<file path="src/serial_boot_loader_protocol_assert.svh">
// Assertion macros for the serial boot loader protocol engine.
// Used by the top level only; needs clk and rst_n in the including scope.
`ifndef SERIAL_BOOT_LOADER_PROTOCOL_ASSERT_SVH
`define SERIAL_BOOT_LOADER_PROTOCOL_ASSERT_SVH
`ifndef SYNTHESIS
`define SLBP_ASSERT_IMP(lbl, ante, cons) \
  lbl: assert property (@(posedge clk) disable iff (!rst_n) (ante) |-> (cons)) \
    else $error("slbp assertion failed");
`define SLBP_ASSERT_NXT(lbl, ante, cons) \
  lbl: assert property (@(posedge clk) disable iff (!rst_n) (ante) |=> (cons)) \
    else $error("slbp assertion failed");
`else
`define SLBP_ASSERT_IMP(lbl, ante, cons)
`define SLBP_ASSERT_NXT(lbl, ante, cons)
`endif
`endif

</file>
<file path="src/slbp_pkg.sv">
// Shared types, constants and the identification ROM of the boot loader engine.
// No dependencies; used by slbp_ctrl, slbp_dp and the top level.
package slbp_pkg;

  localparam int PAGE_WORDS   = 64;
  localparam int PAGE_COUNT   = 256;
  localparam int IDENT_LENGTH = 32;

  localparam int ROM_DEPTH   = 32;
  localparam int ROM_BITS    = ROM_DEPTH * 8;
  localparam int ID_W        = $clog2(ROM_DEPTH);
  localparam int IDENT_LIMIT = (IDENT_LENGTH < ROM_DEPTH) ? IDENT_LENGTH : ROM_DEPTH;
  localparam int WORD_W      = $clog2(PAGE_WORDS);
  localparam int PAGE_W      = (PAGE_COUNT > 1) ? $clog2(PAGE_COUNT) : 1;
  localparam int PAGE_BYTES  = PAGE_WORDS * 2;
  localparam int ADDR_W      = 15;

  localparam int CFG_IDX_W  = 2;
  localparam int CFG_DATA_W = 16;
  localparam logic [CFG_IDX_W-1:0] REG_PROBE_WINDOW = 2'd0;
  localparam logic [CFG_IDX_W-1:0] REG_COMMAND_WAIT = 2'd1;
  localparam logic [CFG_IDX_W-1:0] REG_RETRY_COUNT  = 2'd2;

  localparam logic [15:0] PROBE_WINDOW_RST = 16'd1152;
  localparam logic [15:0] COMMAND_WAIT_RST = 16'd5760;
  localparam logic [7:0]  RETRY_COUNT_RST  = 8'd30;

  localparam logic [7:0] CH_PROBE = 8'h3f;  // '?'
  localparam logic [7:0] CH_ACK   = 8'h75;  // 'u'
  localparam logic [7:0] CH_IDENT = 8'h69;  // 'i'
  localparam logic [7:0] CH_WRITE = 8'h77;  // 'w'
  localparam logic [7:0] CH_PAGE  = 8'h40;  // '@'

  // Identification string, first byte in the top bits, zero padded.
  localparam logic [ROM_BITS-1:0] IDENT_ROM =
    {8'h0d, 8'h0a, "&128,32768,m32,16000000,1*", 8'h0d, 8'h0a, 16'h0000};

  localparam logic IDENT_EMPTY = (IDENT_ROM[ROM_BITS-1 -: 8] == 8'h00);

  typedef enum logic [2:0] {
    K_SEND  = 3'd0,
    K_ERASE = 3'd1,
    K_FILL  = 3'd2,
    K_WRITE = 3'd3,
    K_RWW   = 3'd4,
    K_RUN   = 3'd5
  } kind_t;

  typedef enum logic [1:0] {
    BS_NONE,
    BS_PROBE,
    BS_PAGE,
    BS_IDENT
  } bsrc_t;

  typedef struct packed {
    logic  emit;
    kind_t kind;
    bsrc_t bsrc;
    logic  last;
    logic  tmr_dec;
    logic  tmr_ld_probe;
    logic  tmr_ld_cmd;
    logic  rtr_ld_cfg;
    logic  rtr_ld_cfg_m1;
    logic  rtr_dec;
    logic  page_clr;
    logic  page_inc;
    logic  word_clr;
    logic  word_inc;
    logic  low_ld;
    logic  hi_ld;
    logic  id_clr;
    logic  id_inc;
  } slbp_cmd_t;

  typedef struct packed {
    logic out_free;
    logic tmr_one;
    logic rtr_one;
    logic cfg_rtr_zero;
    logic cfg_rtr_one;
    logic word_last;
    logic page_last;
    logic id_last;
  } slbp_status_t;

  function automatic logic [7:0] ident_byte(input logic [ID_W-1:0] a);
    return IDENT_ROM[ROM_BITS - 8 - 8 * int'(a) +: 8];
  endfunction

endpackage

</file>
<file path="src/slbp_ctrl.sv">
// Protocol controller: tracks the link mode and sequences the results of each item.
// Depends on slbp_pkg; drives slbp_dp through a command struct.
module slbp_ctrl (
  input  logic                 clk,
  input  logic                 rst_n,
  input  logic                 in_valid,
  input  logic                 in_action,
  input  logic [7:0]           in_rx_byte,
  output logic                 in_stall,
  input  slbp_pkg::slbp_status_t status,
  output slbp_pkg::slbp_cmd_t  cmd
);

  typedef enum logic [2:0] {
    M_START, M_PROBE, M_CMD, M_HEAD, M_LOW, M_HIGH, M_DONE
  } mode_t;

  typedef enum logic [3:0] {
    S_IDLE, S_PROBE, S_RUN, S_RWW_RUN, S_RWW_RETRY,
    S_ERASE, S_PAGE, S_FILL, S_WRITE, S_IDENT
  } seq_t;

  mode_t mode_r, mode_nxt;
  seq_t  seq_r, seq_nxt;
  logic  accept;

  assign in_stall = (seq_r != S_IDLE);
  assign accept   = in_valid && (seq_r == S_IDLE);

  always_comb begin
    cmd      = '0;
    cmd.kind = slbp_pkg::K_SEND;
    cmd.bsrc = slbp_pkg::BS_NONE;
    seq_nxt  = seq_r;
    mode_nxt = mode_r;
    case (seq_r)
      S_IDLE: begin
        if (accept) begin
          case (mode_r)
            M_START: begin
              cmd.rtr_ld_cfg = 1'b1;
              seq_nxt = status.cfg_rtr_zero ? S_RUN : S_PROBE;
            end
            M_DONE: ;
            default: begin
              if (in_action) begin
                cmd.tmr_dec = 1'b1;
                if (status.tmr_one) begin
                  case (mode_r)
                    M_PROBE: begin
                      cmd.rtr_dec = 1'b1;
                      seq_nxt = status.rtr_one ? S_RUN : S_PROBE;
                    end
                    M_CMD:   seq_nxt = S_RUN;
                    M_HEAD:  seq_nxt = S_RWW_RUN;
                    default: seq_nxt = S_RWW_RETRY;
                  endcase
                end
              end else begin
                case (mode_r)
                  M_PROBE: begin
                    if (in_rx_byte != slbp_pkg::CH_ACK) begin
                      cmd.rtr_dec = 1'b1;
                      seq_nxt = status.rtr_one ? S_RUN : S_PROBE;
                    end else begin
                      cmd.tmr_ld_cmd = 1'b1;
                      mode_nxt = M_CMD;
                    end
                  end
                  M_CMD: begin
                    if (in_rx_byte == slbp_pkg::CH_IDENT) begin
                      cmd.tmr_ld_cmd = 1'b1;
                      cmd.id_clr = 1'b1;
                      if (!slbp_pkg::IDENT_EMPTY) seq_nxt = S_IDENT;
                    end else if (in_rx_byte == slbp_pkg::CH_WRITE) begin
                      cmd.tmr_ld_cmd = 1'b1;
                      cmd.page_clr = 1'b1;
                      mode_nxt = M_HEAD;
                      seq_nxt = S_ERASE;
                    end else begin
                      seq_nxt = S_RUN;
                    end
                  end
                  M_HEAD: begin
                    if (in_rx_byte == 8'h00) begin
                      seq_nxt = S_RWW_RUN;
                    end else begin
                      cmd.word_clr = 1'b1;
                      cmd.tmr_ld_cmd = 1'b1;
                      mode_nxt = M_LOW;
                    end
                  end
                  M_LOW: begin
                    cmd.low_ld = 1'b1;
                    cmd.tmr_ld_cmd = 1'b1;
                    mode_nxt = M_HIGH;
                  end
                  default: begin
                    cmd.hi_ld = 1'b1;
                    cmd.tmr_ld_cmd = 1'b1;
                    seq_nxt = S_FILL;
                  end
                endcase
              end
            end
          endcase
        end
      end
      S_PROBE: begin
        if (status.out_free) begin
          cmd.emit = 1'b1;
          cmd.kind = slbp_pkg::K_SEND;
          cmd.bsrc = slbp_pkg::BS_PROBE;
          cmd.last = 1'b1;
          cmd.tmr_ld_probe = 1'b1;
          mode_nxt = M_PROBE;
          seq_nxt = S_IDLE;
        end
      end
      S_RUN: begin
        if (status.out_free) begin
          cmd.emit = 1'b1;
          cmd.kind = slbp_pkg::K_RUN;
          cmd.last = 1'b1;
          mode_nxt = M_DONE;
          seq_nxt = S_IDLE;
        end
      end
      S_RWW_RUN: begin
        if (status.out_free) begin
          cmd.emit = 1'b1;
          cmd.kind = slbp_pkg::K_RWW;
          seq_nxt = S_RUN;
        end
      end
      S_RWW_RETRY: begin
        // Link lost in a page: emit RWW, reload retries, then probe or start app.
        if (status.out_free) begin
          cmd.emit = 1'b1;
          cmd.kind = slbp_pkg::K_RWW;
          cmd.rtr_ld_cfg_m1 = 1'b1;
          seq_nxt = status.cfg_rtr_one ? S_RUN : S_PROBE;
        end
      end
      S_ERASE: begin
        if (status.out_free) begin
          cmd.emit = 1'b1;
          cmd.kind = slbp_pkg::K_ERASE;
          seq_nxt = S_PAGE;
        end
      end
      S_PAGE: begin
        if (status.out_free) begin
          cmd.emit = 1'b1;
          cmd.kind = slbp_pkg::K_SEND;
          cmd.bsrc = slbp_pkg::BS_PAGE;
          cmd.last = 1'b1;
          mode_nxt = M_HEAD;
          seq_nxt = S_IDLE;
        end
      end
      S_FILL: begin
        if (status.out_free) begin
          cmd.emit = 1'b1;
          cmd.kind = slbp_pkg::K_FILL;
          cmd.word_inc = 1'b1;
          if (status.word_last) begin
            seq_nxt = S_WRITE;
          end else begin
            cmd.last = 1'b1;
            mode_nxt = M_LOW;
            seq_nxt = S_IDLE;
          end
        end
      end
      S_WRITE: begin
        if (status.out_free) begin
          cmd.emit = 1'b1;
          cmd.kind = slbp_pkg::K_WRITE;
          cmd.page_inc = 1'b1;
          seq_nxt = status.page_last ? S_RWW_RUN : S_PAGE;
        end
      end
      S_IDENT: begin
        if (status.out_free) begin
          cmd.emit = 1'b1;
          cmd.kind = slbp_pkg::K_SEND;
          cmd.bsrc = slbp_pkg::BS_IDENT;
          cmd.last = status.id_last;
          cmd.id_inc = 1'b1;
          if (status.id_last) seq_nxt = S_IDLE;
        end
      end
      default: seq_nxt = S_IDLE;
    endcase
  end

  always_ff @(posedge clk) begin
    if (!rst_n) begin
      mode_r <= M_START;
      seq_r  <= S_IDLE;
    end else begin
      mode_r <= mode_nxt;
      seq_r  <= seq_nxt;
    end
  end

endmodule

</file>
<file path="src/slbp_dp.sv">
// Datapath: configuration registers, timer, counters, held bytes and result register.
// Depends on slbp_pkg; controlled by slbp_ctrl through a command struct.
module slbp_dp (
  input  logic                                  clk,
  input  logic                                  rst_n,
  input  slbp_pkg::slbp_cmd_t                   cmd,
  output slbp_pkg::slbp_status_t                status,
  input  logic [7:0]                            in_rx_byte,
  input  logic                                  cfg_valid,
  output logic                                  cfg_ready,
  input  logic [slbp_pkg::CFG_IDX_W-1:0]        cfg_index,
  input  logic [slbp_pkg::CFG_DATA_W-1:0]       cfg_data,
  output logic                                  out_valid,
  input  logic                                  out_stall,
  output logic [2:0]                            out_kind,
  output logic [7:0]                            out_byte,
  output logic [15:0]                           out_data_word,
  output logic [slbp_pkg::ADDR_W-1:0]           out_flash_address,
  output logic                                  out_last_of_run
);

  logic [15:0]                   probe_win_r;
  logic [15:0]                   cmd_wait_r;
  logic [7:0]                    retry_cnt_r;
  logic [15:0]                   tmr_r;
  logic [7:0]                    rtr_r;
  logic [slbp_pkg::PAGE_W-1:0]   page_r;
  logic [slbp_pkg::WORD_W-1:0]   word_r;
  logic [slbp_pkg::ID_W-1:0]     id_r;
  logic [7:0]                    low_r;
  logic [7:0]                    hi_r;

  logic                          out_valid_r;
  slbp_pkg::kind_t               kind_r;
  logic [7:0]                    byte_r;
  logic [15:0]                   word_out_r;
  logic [slbp_pkg::ADDR_W-1:0]   addr_r;
  logic                          last_r;

  logic [7:0]                    byte_sel;
  logic [15:0]                   word_sel;
  logic [slbp_pkg::ADDR_W-1:0]   addr_sel;

  assign cfg_ready = 1'b1;

  assign status.out_free     = !out_valid_r || !out_stall;
  assign status.tmr_one      = (tmr_r == 16'd1);
  assign status.rtr_one      = (rtr_r == 8'd1);
  assign status.cfg_rtr_zero = (retry_cnt_r == 8'd0);
  assign status.cfg_rtr_one  = (retry_cnt_r == 8'd1);
  assign status.word_last    = (word_r == slbp_pkg::WORD_W'(slbp_pkg::PAGE_WORDS - 1));
  assign status.page_last    = (page_r == slbp_pkg::PAGE_W'(slbp_pkg::PAGE_COUNT - 1));
  // The stream ends at the limit or just before the next zero byte.
  assign status.id_last =
    (id_r == slbp_pkg::ID_W'(slbp_pkg::IDENT_LIMIT - 1)) ||
    (slbp_pkg::ident_byte(slbp_pkg::ID_W'(id_r + 1'b1)) == 8'h00);

  always_comb begin
    case (cmd.bsrc)
      slbp_pkg::BS_PROBE: byte_sel = slbp_pkg::CH_PROBE;
      slbp_pkg::BS_PAGE:  byte_sel = slbp_pkg::CH_PAGE;
      slbp_pkg::BS_IDENT: byte_sel = slbp_pkg::ident_byte(id_r);
      default:            byte_sel = 8'h00;
    endcase
    word_sel = 16'h0000;
    addr_sel = '0;
    case (cmd.kind)
      slbp_pkg::K_FILL: begin
        word_sel = {hi_r, low_r};
        addr_sel = slbp_pkg::ADDR_W'({word_r, 1'b0});
      end
      slbp_pkg::K_WRITE: begin
        addr_sel = slbp_pkg::ADDR_W'(page_r * slbp_pkg::PAGE_BYTES);
      end
      default: ;
    endcase
  end

  always_ff @(posedge clk) begin
    if (!rst_n) begin
      probe_win_r <= slbp_pkg::PROBE_WINDOW_RST;
      cmd_wait_r  <= slbp_pkg::COMMAND_WAIT_RST;
      retry_cnt_r <= slbp_pkg::RETRY_COUNT_RST;
      tmr_r       <= '0;
      rtr_r       <= '0;
      page_r      <= '0;
      word_r      <= '0;
      id_r        <= '0;
      out_valid_r <= 1'b0;
    end else begin
      if (cfg_valid) begin
        case (cfg_index)
          slbp_pkg::REG_PROBE_WINDOW: probe_win_r <= cfg_data;
          slbp_pkg::REG_COMMAND_WAIT: cmd_wait_r  <= cfg_data;
          slbp_pkg::REG_RETRY_COUNT:  retry_cnt_r <= cfg_data[7:0];
          default: ;
        endcase
      end
      if (cmd.tmr_ld_probe)    tmr_r <= probe_win_r;
      else if (cmd.tmr_ld_cmd) tmr_r <= cmd_wait_r;
      else if (cmd.tmr_dec)    tmr_r <= tmr_r - 16'd1;
      if (cmd.rtr_ld_cfg)         rtr_r <= retry_cnt_r;
      else if (cmd.rtr_ld_cfg_m1) rtr_r <= retry_cnt_r - 8'd1;
      else if (cmd.rtr_dec)       rtr_r <= rtr_r - 8'd1;
      if (cmd.page_clr)      page_r <= '0;
      else if (cmd.page_inc) page_r <= page_r + 1'b1;
      if (cmd.word_clr)      word_r <= '0;
      else if (cmd.word_inc) word_r <= word_r + 1'b1;
      if (cmd.id_clr)        id_r <= '0;
      else if (cmd.id_inc)   id_r <= id_r + 1'b1;
      if (cmd.emit)          out_valid_r <= 1'b1;
      else if (!out_stall)   out_valid_r <= 1'b0;
    end
  end

  always_ff @(posedge clk) begin
    if (cmd.low_ld) low_r <= in_rx_byte;
    if (cmd.hi_ld)  hi_r  <= in_rx_byte;
    if (cmd.emit) begin
      kind_r     <= cmd.kind;
      byte_r     <= byte_sel;
      word_out_r <= word_sel;
      addr_r     <= addr_sel;
      last_r     <= cmd.last;
    end
  end

  assign out_valid         = out_valid_r;
  assign out_kind          = kind_r;
  assign out_byte          = byte_r;
  assign out_data_word     = word_out_r;
  assign out_flash_address = addr_r;
  assign out_last_of_run   = last_r;

endmodule

</file>
<file path="src/serial_boot_loader_protocol.sv">
// Top level of the serial boot loader protocol engine.
// Depends on slbp_pkg, slbp_ctrl, slbp_dp and the assertion macro header.
//
// Input channel: each beat is either a received byte (in_action = 0, byte on
// in_rx_byte) or one elapsed character time (in_action = 1). Result channel:
// one beat per action (send byte, erase, page fill, page write, enable read
// section, start application); out_last_of_run marks the final beat of the
// results caused by one input beat. Configuration writes (probe window,
// command wait, retry count) are always accepted through cfg_valid/cfg_ready.
// Sequencing: an input beat is taken while the sequencer is idle; the results
// it causes then follow one by one, from 0 to 4 of them, or up to the
// identification length (30 bytes) for the 'i' command. The result
// sequencer in slbp_ctrl emits one result per cycle while the output is not
// stalled, through a single output register, and takes no new input until
// the run is out. A stalled output beat holds the register, and the sequencer
// if more results follow, until taken (in_stall high). Reset restores the register
// defaults and the start mode: the first input beat then sends the first '?' probe.
`include "serial_boot_loader_protocol_assert.svh"

module serial_boot_loader_protocol (
  input  logic                             clk,
  input  logic                             rst_n,
  input  logic                             in_valid,
  output logic                             in_stall,
  input  logic                             in_action,
  input  logic [7:0]                       in_rx_byte,
  output logic                             out_valid,
  input  logic                             out_stall,
  output logic [2:0]                       out_kind,
  output logic [7:0]                       out_byte,
  output logic [15:0]                      out_data_word,
  output logic [slbp_pkg::ADDR_W-1:0]      out_flash_address,
  output logic                             out_last_of_run,
  input  logic                             cfg_valid,
  output logic                             cfg_ready,
  input  logic [slbp_pkg::CFG_IDX_W-1:0]   cfg_index,
  input  logic [slbp_pkg::CFG_DATA_W-1:0]  cfg_data
);

  slbp_pkg::slbp_cmd_t    cmd;
  slbp_pkg::slbp_status_t status;

  slbp_ctrl u_ctrl (
    .clk        (clk),
    .rst_n      (rst_n),
    .in_valid   (in_valid),
    .in_action  (in_action),
    .in_rx_byte (in_rx_byte),
    .in_stall   (in_stall),
    .status     (status),
    .cmd        (cmd)
  );

  slbp_dp u_dp (
    .clk               (clk),
    .rst_n             (rst_n),
    .cmd               (cmd),
    .status            (status),
    .in_rx_byte        (in_rx_byte),
    .cfg_valid         (cfg_valid),
    .cfg_ready         (cfg_ready),
    .cfg_index         (cfg_index),
    .cfg_data          (cfg_data),
    .out_valid         (out_valid),
    .out_stall         (out_stall),
    .out_kind          (out_kind),
    .out_byte          (out_byte),
    .out_data_word     (out_data_word),
    .out_flash_address (out_flash_address),
    .out_last_of_run   (out_last_of_run)
  );

  // A result is only issued when the output register can take it.
  `SLBP_ASSERT_IMP(a_emit_free, cmd.emit, status.out_free)
  // An issued result shows up on the output in the next cycle.
  `SLBP_ASSERT_NXT(a_emit_shows, cmd.emit, out_valid)
  // Nothing is issued in the cycle an input beat is taken.
  `SLBP_ASSERT_IMP(a_no_emit_on_take, in_valid && !in_stall, !cmd.emit)
  // Starting the application always closes the run.
  `SLBP_ASSERT_IMP(a_run_is_last, out_valid && (out_kind == slbp_pkg::K_RUN), out_last_of_run)

endmodule

</file>
<file path="config.mk">
export PLATFORM = sky130hd
export DESIGN_NAME = serial_boot_loader_protocol
export DESIGN_NICKNAME = d
export VERILOG_FILES = /design/src/slbp_pkg.sv /design/src/slbp_ctrl.sv /design/src/slbp_dp.sv /design/src/serial_boot_loader_protocol.sv
export VERILOG_INCLUDE_DIRS = /design/src /design/src/src
export SDC_FILE = /design/constraint.sdc
export NUM_CORES = 1
export LEC_CHECK = 0
export BUFFER_PORTS_ARGS = -buffer_cell sky130_fd_sc_hd__buf_4
export CORE_MARGIN = 1.5
export CORE_UTILIZATION = 35
export CTS_CLUSTER_SIZE = 28
export DETAILED_ROUTE_END_ITERATION = 12
export PLACE_DENSITY = 0.63
export SETUP_SLACK_MARGIN = 0.15
export SYNTH_ARGS = -nofsm -noshare
export SYNTH_HDL_FRONTEND = slang
export SYNTH_HIERARCHICAL = 1
export SYNTH_SLANG_ARGS = --single-unit
</file>
<file path="constraint.sdc">
create_clock -name clk -period 2.9 [get_ports clk]
set_input_delay 0.58 -clock clk [delete_from_list [all_inputs] [get_ports clk]]
set_output_delay 0.58 -clock clk [all_outputs]
set_load 0.005 [all_outputs]
</file>
==> summary.md <==
The count of nets left with antenna violations once routing finished came out at 0. The tools report the placement row count as 54. The analysis attributes to cell leakage a power of 3.55 nW.

The weighted congestion reported at the end of routability-driven placement came out at 0.821. After detailed routing, the average wire length per cell comes to 14.9 um. The arrival time reported for the critical path endpoint was 2.85 ns. Buffers inserted during clock tree synthesis total 17. For this block, the initial DRC count from the detailed router was 467. The tools report the buffers inserted during post-CTS setup optimization as 0. After layout, the design draws a total of 7.09 mW. Dividing total power by cell area gives a power density of 756 mW/mm2. The synthesized-area fraction occupied by adder cells was 0.0243. The run gives 6 as the total number of yosys warnings. The min-delay analysis places its worst path in the category primary input to flop. In this run the mean area of a mapped cell was 9.02 um2. The synthesized netlist contains 74 unique library cells. The final critical path time including I/O delays and setup came out at 2.56 ns.

Post-synthesis share of cell area spent on and, or, nand and nor gates: 0.246. The final period utilization is 0.882. Measured along the y axis, the die boundary spans 152 um. Along the worst path, the maximum fanout reaches 8.

The via count came out at 6349. The area added between synthesis and finish is 21.6%. The dominant cell by count in the synthesized netlist was sky130_fd_sc_hd__nand2_1.

Max-cap violations in this run came to 0. Share of the synthesized netlist area taken by xor and xnor gates: 0.0340. The clock drives 148 sinks. The number of global-route vias before repair is 5879. After detailed routing, the number of remaining DRC violations is 0. The number of antenna repair diodes is 0, and the maximum number of pins on one net before global-route repair is 45.

Fraction of the mapped netlist area in compound gates: 0.152. The nature of the critical path startpoint was a primary input. In this run the tool buffered the top-level ports with 74 buffer cells.

Number of antenna violations at the first check in global routing: 0. The later pin in the worst-skew pair is clocked with a latency of 0.42 ns. For the sequential fraction of the synthesis area, the log shows 0.458.

The global-route total usage across every layer was 0.165. For the required time of the critical path, the log shows 3.19 ns. Top-area cell type share of the netlist area: 0.236.

The portion of netlist area occupied by mux cells is 0.0438. Maximum operating frequency: 391 MHz. TritonCTS built the clock tree. Setup repair after global routing left no endpoint under its margin. The startpoint-to-endpoint class of the critical path is primary input to flop. Summed over all instances, the cell type with the most area after synthesis is sky130_fd_sc_hd__dfxtp_1. The HPWL after detailed placement is 12.8 mm. The filler cells instantiated in the layout total 2127. After synthesis the cells add up to 0.00772 mm2. On the final layout, the worst clock skew is 0.0103 ns. The logs give 0 for the cts-stage hold buffer count and 0 for the overflow left after global routing. The tools report the number of slew-limit violations in the final report as 0.

Routed wire length: 18.3 mm. The tree is rooted in a sky130_fd_sc_hd__clkbuf_16. The first global-routing pass estimated 29.7 mm of wire.

The pre-antenna-repair detailed-routing pass consisted of 5 iterations. The final number of hold-violating endpoints came out at 0. The total setup violations reported at the end of the flow was 0; the number of enable-type register cells in the synthesized netlist was 57. Async set-reset flop share out of synthesis: 0. By area the synthesized netlist is led by sky130_fd_sc_hd__dfxtp_1 (24%), sky130_fd_sc_hd__edfxtp_1 (22%), sky130_fd_sc_hd__nand2_1 (6.0%). The die extent in x is 152 um, and the count of H-tree levels built during CTS is 4. Worst-margin pin slew: 0.716 ns.

The effective utilization at floorplan came out at 0.355. Most used flip-flop cell after synthesis: sky130_fd_sc_hd__dfxtp_1. The clock passes through at most 2 buffers.

The endpoint class of the critical path was a flop. The flow ran to the end, and the final reports show no timing, DRC or antenna violations. Clock slew at the register clock pins of the worst setup and hold paths: 0.07 ns.

Share of layout cells above drive strength 1: 0.187. The worst slew margin relative to its limit was 0.521. Dividing the detail-routed via count by the number of cells gives 5.17. The number of synthesized register bits came out at 148. The logs give 0.0218 mm2 for the core outline area and 0 ns for the setup total negative slack. After technology mapping, the gate count stands at 856. Number of top-level design ports: 78. After synthesis, the largest family of logic cells by area is simple AND/OR/NAND/NOR gates. The run gives 0.0230 mm2 as the die area.

Sorting the synthesized cells by how often they occur yields sky130_fd_sc_hd__nand2_1 (124), sky130_fd_sc_hd__dfxtp_1 (91), sky130_fd_sc_hd__a21oi_1 (64). The largest voltage drop on the vdd net is 0.379 mV, and the number of nets in the finished design is 983.
## power by group
part	switching [mW]	internal [mW]
logic	1.17	0.913
clock network	0.887	1.39
registers	0.193	2.54
## state kept, by name, summed over array words and instances (netlist names), 3 cells and up
signal                  count
u_dp/cmd_wait_r            16
u_dp/out_data_word         16
u_dp/probe_win_r           16
u_dp/tmr_r                 16
u_dp/out_flash_address     14
u_dp/hi_r                   8
u_dp/low_r                  8
u_dp/page_r                 8
u_dp/retry_cnt_r            8
u_dp/rtr_r                  8
u_dp/out_byte               7
u_dp/word_r                 6
u_dp/id_r                   5
u_ctrl/seq_r                4
u_ctrl/mode_r               3
u_dp/out_kind               3
## repair_timing
item	CTS	global route
pin swaps	0	3
setup endpoints to repair	1	1
resized for setup	1	7
## worst max-delay path: stages
cell	delay [ns]
sky130_fd_sc_hd__buf_4	0.11
sky130_fd_sc_hd__or4b_4	0.57
sky130_fd_sc_hd__a211oi_2	0.27
sky130_fd_sc_hd__a21oi_1	0.14
sky130_fd_sc_hd__a2111oi_4	0.35
sky130_fd_sc_hd__buf_4	0.23
sky130_fd_sc_hd__inv_1	0.10
sky130_fd_sc_hd__o311ai_0	0.41
sky130_fd_sc_hd__a21oi_1	0.09
## layout make-up
| cell class | count | area (um2) | area share |
|---|---|---|---|
| Multi-Input combinational cell | 631 | 3920 | 0.418 |
| Tap cell | 280 | 350 | 0.0373 |
| Clock buffer | 19 | 443 | 0.0472 |
| Inverter | 23 | 86.3 | 0.00920 |
| Timing Repair Buffer | 115 | 876 | 0.0933 |
| Clock inverter | 13 | 171 | 0.0183 |
| Sequential cell | 148 | 3530 | 0.377 |
## cells by family after synthesis
logic type | Yosys count
AOI/OAI and AO/OA | 185
xor gates and xnor gates | 30
adders and majority gates | 15
buffers and inverters | 78
DFF | 148
muxes | 31
other | 2
and+or+nand+nor | 367
## metal layers
| layer | GRT usage | share of wire | up-vias |
|---|---|---|---|
| met5 | 0 | 0 | - |
| met3 | 0.0335 | 0.046 | 15 |
| met4 | 0.0462 | 0.0085 | 0 |
| met1 | 0.230 | 0.49 | 2974 |
| met2 | 0.258 | 0.45 | 152 |
| li1 | - | - | 3208 |
## cell usage in the layout (no fill, tap or decap), types with 15 or more instances in the layout
cell and n:
sky130_fd_sc_hd__a21oi_1 64, sky130_fd_sc_hd__o21ai_0 42, sky130_fd_sc_hd__dfxtp_1 90, sky130_fd_sc_hd__nand2_1 124
sky130_fd_sc_hd__mux2i_1 27, sky130_fd_sc_hd__buf_4 114, sky130_fd_sc_hd__nor2_1 63, sky130_fd_sc_hd__and2_1 35
sky130_fd_sc_hd__nor3_1 18, sky130_fd_sc_hd__clkbuf_16 17, sky130_fd_sc_hd__ha_1 15, sky130_fd_sc_hd__edfxtp_1 57
sky130_fd_sc_hd__inv_1 20, sky130_fd_sc_hd__nand3_1 20, sky130_fd_sc_hd__xor2_1 16
## path summary, 6_finish.rpt
kind	from	end	slack, ns	depth (start not counted)
worst min register to register	u_dp/probe_win_r[8]	u_dp/probe_win_r[8]	0.45	2
worst min-delay path	in_rx_byte[6]	u_dp/hi_r[6]	0.37	1
worst max register to register	u_dp/tmr_r[12]	u_dp/rtr_r[5]	0.34	10
worst max-delay path	in_rx_byte[1]	u_dp/tmr_r[8]	0.34	9
## metrics by stage
stage          setup WS, ns   util  hold WS [ns]  cells  area, um2
2_1_floorplan         0.155      -         0.431    857       7720
3_3_place_gp         0.0678  0.401         0.442   1197       8730
3_5_place_dp         0.0191  0.401         0.446   1197       8730
4_1_cts               0.218  0.430         0.356   1229       9350
5_1_grt               0.144  0.431         0.351   1229       9390
6_report              0.343  0.431         0.370   1229       9390
Note: power is estimated with default switching activity, not from simulation.
